===== config.mk =====
export PLATFORM = sky130hd
export DESIGN_NAME = linked_block_chain_allocator
export DESIGN_NICKNAME = d
export VERILOG_FILES = /design/src/lbca_pkg.sv /design/src/linked_block_chain_allocator.sv
export SDC_FILE = /design/constraint.sdc
export NUM_CORES = 2
export LEC_CHECK = 0
export BUFFER_PORTS_ARGS = -buffer_cell sky130_fd_sc_hd__buf_2
export CORE_MARGIN = 4
export CORE_UTILIZATION = 40
export CTS_CLUSTER_DIAMETER = 40
export CTS_CLUSTER_SIZE = 12
export DETAILED_ROUTE_END_ITERATION = 8
export GPL_TIMING_DRIVEN = 0
export PLACE_DENSITY_LB_ADDON = 0.2
export SLEW_MARGIN = 15
export SYNTH_ARGS = -nofsm -noshare
export SYNTH_HDL_FRONTEND = slang
export SYNTH_SLANG_ARGS = --single-unit

===== constraint.sdc =====
create_clock -name clk -period 33.9 [get_ports clk]
set_clock_uncertainty 0.1 [all_clocks]
set_input_delay 6.78 -clock clk [delete_from_list [all_inputs] [get_ports clk]]
set_output_delay 6.78 -clock clk [all_outputs]
set_load 0.01 [all_outputs]

===== src/lbca_pkg.sv =====
// Shared codes, widths and types of the linked block chain allocator.
`default_nettype none

package lbca_pkg;

	// Default table depth in blocks.
	localparam int DISK_BLOCKS_DEF = 256;

	// Widths of the block count, of a block number and of an entry kind.
	localparam int CNT_W  = 9;
	localparam int BLK_W  = 8;
	localparam int KIND_W = 2;

	// Request codes.
	localparam logic OP_ALLOC = 1'b0;
	localparam logic OP_READ  = 1'b1;

	// Result status codes.
	localparam logic [1:0] ST_OK    = 2'd0;
	localparam logic [1:0] ST_SHORT = 2'd1;
	localparam logic [1:0] ST_ZERO  = 2'd2;
	localparam logic [1:0] ST_RANGE = 2'd3;

	// Table entry kinds.
	localparam logic [KIND_W-1:0] KIND_FREE = 2'd0;
	localparam logic [KIND_W-1:0] KIND_END  = 2'd1;
	localparam logic [KIND_W-1:0] KIND_LINK = 2'd2;

	// One table entry.
	typedef struct packed {
		logic [KIND_W-1:0] kind;
		logic [BLK_W-1:0]  next;
	} entry_t;

endpackage

`default_nettype wire


===== src/linked_block_chain_allocator.sv =====
// Top level of the linked block chain allocator: table memory, sequencer and result registers.
//
// A request is taken when start is high and busy is low; its result appears on the result
// ports for exactly one cycle with done high, and the receiver cannot hold it off. A read
// goes through one registered table read, a rejected request is answered from idle, and
// an allocation of N blocks writes N entries, as the chain walker writes one table entry per
// cycle through the single write port of the table memory. Blocks are never released, so
// the allocated blocks always form a prefix of the table; a fill count marks that prefix and
// every entry above it reads as free, which is why reset and a disk_blocks write take effect
// at once without a clearing pass. The configuration channel is ready whenever the block is
// idle and no request is offered on start; a write clears the table and reloads the free
// count.
`default_nettype none

module linked_block_chain_allocator #(
	parameter int DISK_BLOCKS = lbca_pkg::DISK_BLOCKS_DEF
) (
	input  wire                            clk,
	input  wire                            arst_n,
	// Request channel.
	input  wire                            start,
	output logic                           busy,
	input  wire                            op,
	input  wire  [lbca_pkg::CNT_W-1:0]     request_size,
	input  wire  [lbca_pkg::BLK_W-1:0]     entry_index,
	// Configuration channel.
	input  wire                            cfg_valid,
	output logic                           cfg_ready,
	input  wire  [lbca_pkg::CNT_W-1:0]     cfg_data,
	// Result channel.
	output logic                           done,
	output logic [1:0]                     status,
	output logic [lbca_pkg::BLK_W-1:0]     start_block,
	output logic [lbca_pkg::BLK_W-1:0]     end_block,
	output logic [lbca_pkg::KIND_W-1:0]    entry_kind,
	output logic [lbca_pkg::BLK_W-1:0]     entry_next,
	output logic [lbca_pkg::CNT_W-1:0]     free_left
);

	localparam int ADDR_W = $clog2(DISK_BLOCKS);
	localparam int CNT_W  = lbca_pkg::CNT_W;
	localparam int BLK_W  = lbca_pkg::BLK_W;

	// Largest block count a register write can set (the table depth, at most 511), and the reset value (at most 256).
	localparam logic [CNT_W-1:0] BLK_MAX = (DISK_BLOCKS > 511) ? 9'd511 : CNT_W'(DISK_BLOCKS);
	localparam logic [CNT_W-1:0] BLK_RST = (DISK_BLOCKS > 256) ? 9'd256 : CNT_W'(DISK_BLOCKS);

	typedef enum logic [2:0] {
		FSM_IDLE  = 3'b001,
		FSM_ALLOC = 3'b010,
		FSM_READ  = 3'b100
	} fsm_t;

	fsm_t                      state_q;
	logic                      done_q;
	logic [CNT_W-1:0]          disk_blocks_q;
	logic [CNT_W-1:0]          free_q;
	logic [CNT_W-1:0]          used_q;

	logic [CNT_W-1:0]          ptr_q;
	logic [CNT_W-1:0]          left_q;
	logic [CNT_W-1:0]          size_q;
	logic [BLK_W-1:0]          start_q;
	logic                      hit_q;

	logic [1:0]                status_q;
	logic [BLK_W-1:0]          start_block_q;
	logic [BLK_W-1:0]          end_block_q;
	logic [lbca_pkg::KIND_W-1:0] entry_kind_q;
	logic [BLK_W-1:0]          entry_next_q;
	logic [CNT_W-1:0]          free_left_q;

	lbca_pkg::entry_t          table_q [DISK_BLOCKS];
	lbca_pkg::entry_t          rd_q;
	lbca_pkg::entry_t          wr_entry;

	logic                      accept;
	logic                      last_blk;
	logic                      size_zero;
	logic                      size_big;
	logic                      idx_out;
	logic [CNT_W-1:0]          ptr_inc;
	logic [CNT_W-1:0]          cfg_clamped;

	// Handshake decode. A request offered on start wins over a register write.
	assign busy      = (state_q != FSM_IDLE);
	assign cfg_ready = (state_q == FSM_IDLE) && !start;
	assign accept    = start && !busy;

	// Request checks made as the request is taken.
	assign size_zero = (request_size == '0);
	assign size_big  = (request_size > free_q);
	assign idx_out   = ({1'b0, entry_index} >= disk_blocks_q);

	// The chain walker: one entry per cycle, the last one closes the chain.
	assign last_blk = (left_q == CNT_W'(1));
	assign ptr_inc  = ptr_q + CNT_W'(1);
	always_comb begin
		wr_entry.kind = last_blk ? lbca_pkg::KIND_END : lbca_pkg::KIND_LINK;
		wr_entry.next = last_blk ? '0 : ptr_inc[BLK_W-1:0];
	end

	// Register writes are limited to the range the table supports.
	always_comb begin
		if (cfg_data == '0) begin
			cfg_clamped = CNT_W'(1);
		end else if (cfg_data > BLK_MAX) begin
			cfg_clamped = BLK_MAX;
		end else begin
			cfg_clamped = cfg_data;
		end
	end

	// Sequencer and block counters.
	always_ff @(posedge clk or negedge arst_n) begin
		if (!arst_n) begin
			state_q       <= FSM_IDLE;
			done_q        <= 1'b0;
			disk_blocks_q <= BLK_RST;
			free_q        <= BLK_RST;
			used_q        <= '0;
		end else begin
			done_q <= 1'b0;
			case (state_q)
				FSM_IDLE: begin
					if (cfg_valid && cfg_ready) begin
						disk_blocks_q <= cfg_clamped;
						free_q        <= cfg_clamped;
						used_q        <= '0;
					end else if (accept) begin
						if (op == lbca_pkg::OP_ALLOC) begin
							if (size_zero || size_big) begin
								done_q <= 1'b1;
							end else begin
								state_q <= FSM_ALLOC;
							end
						end else begin
							if (idx_out) begin
								done_q <= 1'b1;
							end else begin
								state_q <= FSM_READ;
							end
						end
					end
				end
				FSM_ALLOC: begin
					if (last_blk) begin
						state_q <= FSM_IDLE;
						done_q  <= 1'b1;
						free_q  <= free_q - size_q;
						used_q  <= used_q + size_q;
					end
				end
				FSM_READ: begin
					state_q <= FSM_IDLE;
					done_q  <= 1'b1;
				end
				default: begin
					state_q <= FSM_IDLE;
				end
			endcase
		end
	end

	// Walker registers and result registers.
	always_ff @(posedge clk) begin
		case (state_q)
			FSM_IDLE: begin
				if (accept) begin
					ptr_q         <= used_q;
					left_q        <= request_size;
					size_q        <= request_size;
					start_q       <= used_q[BLK_W-1:0];
					hit_q         <= ({1'b0, entry_index} < used_q);
					start_block_q <= '0;
					end_block_q   <= '0;
					entry_kind_q  <= lbca_pkg::KIND_FREE;
					entry_next_q  <= '0;
					free_left_q   <= free_q;
					if (op == lbca_pkg::OP_ALLOC) begin
						status_q <= size_zero ? lbca_pkg::ST_ZERO : lbca_pkg::ST_SHORT;
					end else begin
						status_q <= lbca_pkg::ST_RANGE;
					end
				end
			end
			FSM_ALLOC: begin
				ptr_q  <= ptr_inc;
				left_q <= left_q - CNT_W'(1);
				if (last_blk) begin
					status_q      <= lbca_pkg::ST_OK;
					start_block_q <= start_q;
					end_block_q   <= ptr_q[BLK_W-1:0];
					entry_kind_q  <= lbca_pkg::KIND_FREE;
					entry_next_q  <= '0;
					free_left_q   <= free_q - size_q;
				end
			end
			FSM_READ: begin
				status_q      <= lbca_pkg::ST_OK;
				start_block_q <= '0;
				end_block_q   <= '0;
				free_left_q   <= free_q;
				// Entries above the allocated prefix are free.
				entry_kind_q  <= hit_q ? rd_q.kind : lbca_pkg::KIND_FREE;
				entry_next_q  <= (hit_q && rd_q.kind == lbca_pkg::KIND_LINK) ? rd_q.next : '0;
			end
			default: begin
				status_q <= status_q;
			end
		endcase
	end

	// Table memory: one write port for the walker, one registered read port.
	always_ff @(posedge clk) begin
		if (state_q == FSM_ALLOC) begin
			table_q[ADDR_W'(ptr_q)] <= wr_entry;
		end
		if (accept) begin
			rd_q <= table_q[ADDR_W'(entry_index)];
		end
	end

	// Result ports.
	assign done        = done_q;
	assign status      = status_q;
	assign start_block = start_block_q;
	assign end_block   = end_block_q;
	assign entry_kind  = entry_kind_q;
	assign entry_next  = entry_next_q;
	assign free_left   = free_left_q;

endmodule

`default_nettype wire


* Word level (Yosys, flattened, before mapping) *
Memory sizes are Yosys's and may differ from the RTL's. A register that Yosys moved wholly into a read port is not among the register bits.
Cells that the tools add are included.

storage, ports and cells
  bits of input ports = 31
  memory bits (writable) = 2,560
  logic and storage cells = 102
  register bits after elaboration = 104
  memories kept = 1

memories
  memory   words  bits a word  read ports  clocked after memory_dff  wr ports  line                                RTL
  table_q  256    10           1           1                         1         linked_block_chain_allocator.sv:73  lbca_pkg::entry_t table_q [DISK_BLOCKS];

cells by class
  $add $sub $neg = 4
  order comparisons = 4
  multiplexer cells = 48
  equal/unequal tests = 12
  reductions and logical operators = 17

operators with widths
  kind                                                                number
  9-bit two-way mux                                                   9
  8-bit case mux with 3 select lines                                  3
  9-bit case mux with 2 select lines                                  4
  8-bit two-way mux                                                   6
  9-bit case mux with 3 select lines                                  1
  9-bit logical NOT                                                   2
  3-bit two-way mux                                                   6
  2-bit two-way mux                                                   7
  2-bit case mux with 3 select lines                                  2
  9-bit by 1-bit adder with 9-bit output, second input constant       1
  9-bit adder                                                         1
  9-bit by 1-bit == test with 1-bit output, second input constant     1
  8-bit by 9-bit greater-or-equal comparator with 1-bit output        1
  9-bit greater-than comparator                                       1
  9-bit greater-than comparator, second input constant                1
  8-bit by 9-bit < comparator with 1-bit output                       1
  9-bit by 1-bit subtractor with 9-bit output, second input constant  1
  9-bit subtractor                                                    1
  1-bit two-way mux                                                   8
  2-bit inequality test, second input constant                        3
  3-bit inequality test, second input constant                        2
  3-bit case mux with 2 select lines                                  1
  2-bit AND reduction                                                 3
  3-bit AND reduction                                                 2
  13 further kinds                                                    17

* Longest topological paths before layout *
  word-level depth = 7
  depth in mapped cells = 14
  gate-level depth less buffers = 11

* Worst setup path before layout *
No wires, ideal clock.

  kind = reg-to-reg
  start = register left_q[4]
  end = memory table_q[0][0] (netlist bit) (data pin)
  clock period less this slack = 14.653 ns
  cell stages (with the launch flop) = 5
  setup slack = 19.247 ns
  library setup time = 1.539 ns
  arrival = 13.014 ns
  path buffers = 1
  path through = edfxtp_1 -> nor4_1 -> and4b_1 -> buf_1 -> nor2_1

RTL lines
  what                    line                                 RTL
  start, declared         linked_block_chain_allocator.sv:61   logic [CNT_W-1:0] left_q;
  start signal, assigned  linked_block_chain_allocator.sv:171  left_q <= request_size;
  start signal, assigned  linked_block_chain_allocator.sv:189  left_q <= left_q - CNT_W'(1);
  end, declared           linked_block_chain_allocator.sv:73

* Worst setup path in the final report *
  start = input port start
  end = output port cfg_ready

between the ends
  word-level cells in the longest chain between the ends = 2

ends and longest elaborated chain
  what               line                                RTL
  start, declared    linked_block_chain_allocator.sv:21  input wire start,
  1-bit logical NOT  linked_block_chain_allocator.sv:87  assign cfg_ready = (state_q == FSM_IDLE) && !start;
  1-bit logical AND  linked_block_chain_allocator.sv:87
  end, declared      linked_block_chain_allocator.sv:28  output logic cfg_ready,

Every way passes these cells.

==> impl_metrics.tcl <==
set metrics [dict create \
    outcome "finished, final reports clean" \
    clk_pin_slew_worst_paths_ns 0.05 \
    grt_pass1_vias 54190 \
    dpl.hpwl_mm 213.4 \
    routed_wl_mm 312.7 \
    synth_compound_area_share_pct 2.263 \
    cts_num_sinks 2673 \
    grtUsageTotal_pct 22.95 \
    row_count 187 \
    multi_input_area_um2 22880 \
    synth_top_cell_by_area "edfxtp_1" \
    rsz0062_at_grt "false" \
    core_area_um2 259700 \
    antenna_found_initial 11 \
    fin_tns_setup_ns 0 \
    clock_latency_ns 0.96 \
    syn-num-nets 4969 \
    drt-pass1-iter-count 6 \
    avgSynthCellArea_um2 21.37 \
    wl_per_cell_um 34.10 \
    yosysWarnings 0 \
    cap_violations 0 \
    slew_headroom_pct 15.74 \
    peakVddDrop_mv 0.05997 \
    worst-setup-path-type "in2out" \
    cts_root_buf "clkbuf_16" \
    initial_core_util_pct 40.24 \
    hold_class "reg2reg" \
    total_power_mw 7.831 \
    synth_area_um2 104500 \
    synth.top_cells.by_area "edfxtp_1 (76%), mux4_2 (14%), mux2i_1 (1.8%)" \
    p_leak_nw 37.97 \
    start_kind "primary input" \
    drt_iter0_markers 6797 \
    dieArea_um2 269500 \
    fmax_mhz 69.68 \
    cp_common_cell "buf_2" \
    synth-seq-area-share_pct 76.65 \
    synth_top_family_by_area "multiplexers" \
    synth_top_area_share_pct 75.91 \
    drc 0 \
    cp.required_ns 27.02 \
    cp_slowest_cell "nor2_1" \
    synth_cells 4890 \
    async_flop_share_pct 1.160 \
    path_cells "buf_2 > nor2_1 > buf_2" \
    stdcell_count 9170 \
    endpoint_kind "output pin" \
    cts_tree "done" \
    ys_seq_elements 2673 \
    die_y_um 519.2 \
    synth_cell_types 58 \
    postCtsHoldBufs 0 \
    yosysMostFrequentCell "edfxtp_1" \
    worst_slew_pin_slew_ns 1.260 \
    synthAdderAreaFrac_pct 0.5890 \
    period_minus_slack_ns 14.35 \
    critPathArrivalTime_ns 7.47 \
    fin_nets 5532 \
    synth_edf_count 2642 \
    fill_cells 21210 \
    slew_viol_final 0 \
    final-setup-viol-count 0 \
    powerDensity_nw_per_um2 62.80 \
    grt_pass1_wl_mm 433.5 \
    synth_xor_area_share_pct 0.2095 \
    dp.cells 8459 \
    clk_path_buf_depth 4 \
    drive_above_1_share_pct 29.82 \
    vias 53750 \
    path_buf_inv 2 \
    grt_overflow 0 \
    ant_nets 0 \
    synthSimpleGateAreaFrac_pct 2.500 \
    cts_resized 0 \
    critPathMaxStageDelay_ns 0.35 \
    post_cts_buffers 0 \
    crit_fanout 4 \
    h-tree-depth 5 \
    r2r_setup_slack_ns 28.68 \
    fin_crit_sh_pct 42.34 \
    die_width_um 519.2 \
    synth_commonest_cells "edfxtp_1 (2642), mux4_2 (663), nor2_1 (317), mux2i_1 (187), clkbuf_1 (122)" \
    gp_congestion 0.8783 \
    viasPerCell 5.862 \
    io_buffers 69 \
    synth_flop_cell "edfxtp_1" \
    grt_max_degree 94 \
    regArea_um2 80120 \
    pin_count 71 \
    hold_viol_final 0 \
    synthMuxAreaShare_pct 16.13 \
    cts-buffers-inserted 393 \
    area_delta_synth_final_pct 19.31 \
    crit_family "simple AND/OR/NAND/NOR gates" \
]
[tightest hold or removal path, delay by kind of cell (launching register included)]
family           cells  cell delay [ns]
AO/OA/AOI/OAI        1             0.06
AND/OR/NAND/NOR      1             0.05
flip-flops           1             0.34
[power breakdown]
| part | internal (mW) | switching (mW) | total, mW |
|---|---|---|---|
| clock network | 2.53 | 1.53 | 4.06 |
| logic | 0.0624 | 0.130 | 0.192 |
| registers | 3.58 | 0.000356 | 3.58 |
| total | 6.17 | 1.66 | 7.83 |
[sequential cells by signal, indices dropped and copies added (netlist names), 2 cells and up]
name / flops
ptr_q: 8
entry_next: 8
end_block: 8
table_q: 2560
state_q: 3
start_q: 8
used_q: 9
entry_kind: 2
left_q: 9
status: 2
disk_blocks_q: 9
rd_q: 10
size_q: 9
start_block: 8
free_q: 9
free_left: 9
[cells by family after synthesis]
kind of cell	after synthesis
compound gates	374
xor+xnor	25
fa+ha+maj	48
buf+inv	325
flops	2673
mux	855
simple gates	590
[layout make-up]
| class | count | share of cell area [%] |
|---|---|---|
| timing repair buffer | 168 | 2.025 |
| tap | 3402 | 3.414 |
| buffer | 281 | 1.279 |
| clock inverter | 283 | 2.517 |
| inverter | 44 | 0.1385 |
| sequential | 2673 | 64.25 |
| antenna | 6 | 0.01204 |
| clock buffer | 421 | 8.013 |
| multi-input combinational | 1892 | 18.35 |
[path summary, 6_finish.rpt]
path	end	cells past startpoint	start
max	cfg_ready	3	start
min	disk_blocks_q[6]	2	disk_blocks_q[6]
max reg2reg	table_q[125][2]	7	state_q[2]
min reg2reg	disk_blocks_q[6]	2	disk_blocks_q[6]
max in group asynchronous	used_q[2]	1	arst_n
min in group asynchronous	free_q[0]	1	arst_n
[cells in the final DEF, fill, tap and decap left out, types with 41 or more instances in the layout]
master,count
clkbuf_1,126
o21ai_0,78
clkinv_2,42
ha_1,46
nor2_1,264
nand2_1,92
buf_2,141
inv_6,48
clkinvlp_4,59
a21oi_1,67
o22ai_1,104
inv_1,41
mux4_2,663
buf_4,50
nor2_2,45
a211oi_1,45
mux2i_1,187
clkbuf_16,395
bufinv_16,49
edfxtp_1,2642
buf_12,56
[stage by stage]
| stage | cell area (µm²) | setup slack (ns) | util, % | hold WS (ns) |
|---|---|---|---|---|
| floorplan | 104500 | 19.25 | - | 0.3498 |
| global placement | 109100 | -15.25 | 42.02 | 0.3710 |
| detailed placement | 111500 | 19.55 | 42.93 | 0.3731 |
| CTS | 124600 | 19.54 | 47.98 | 0.3844 |
| global route | 124700 | 19.53 | 48.01 | 0.4061 |
| finish | 124700 | 19.55 | 48.01 | 0.3817 |
[per-layer routing]
layer	part of all wire [%]	vias up	GRT usage, %	wire length (µm)
met5	0.0086	-	0	27
met4	3.3	4	7.195	10410
met3	7.9	545	4.643	24590
met2	48	2422	36.78	150200
met1	41	29090	31.78	127500
li1	-	21690	-	-
No activity file was read; power rests on OpenSTA's default activity.
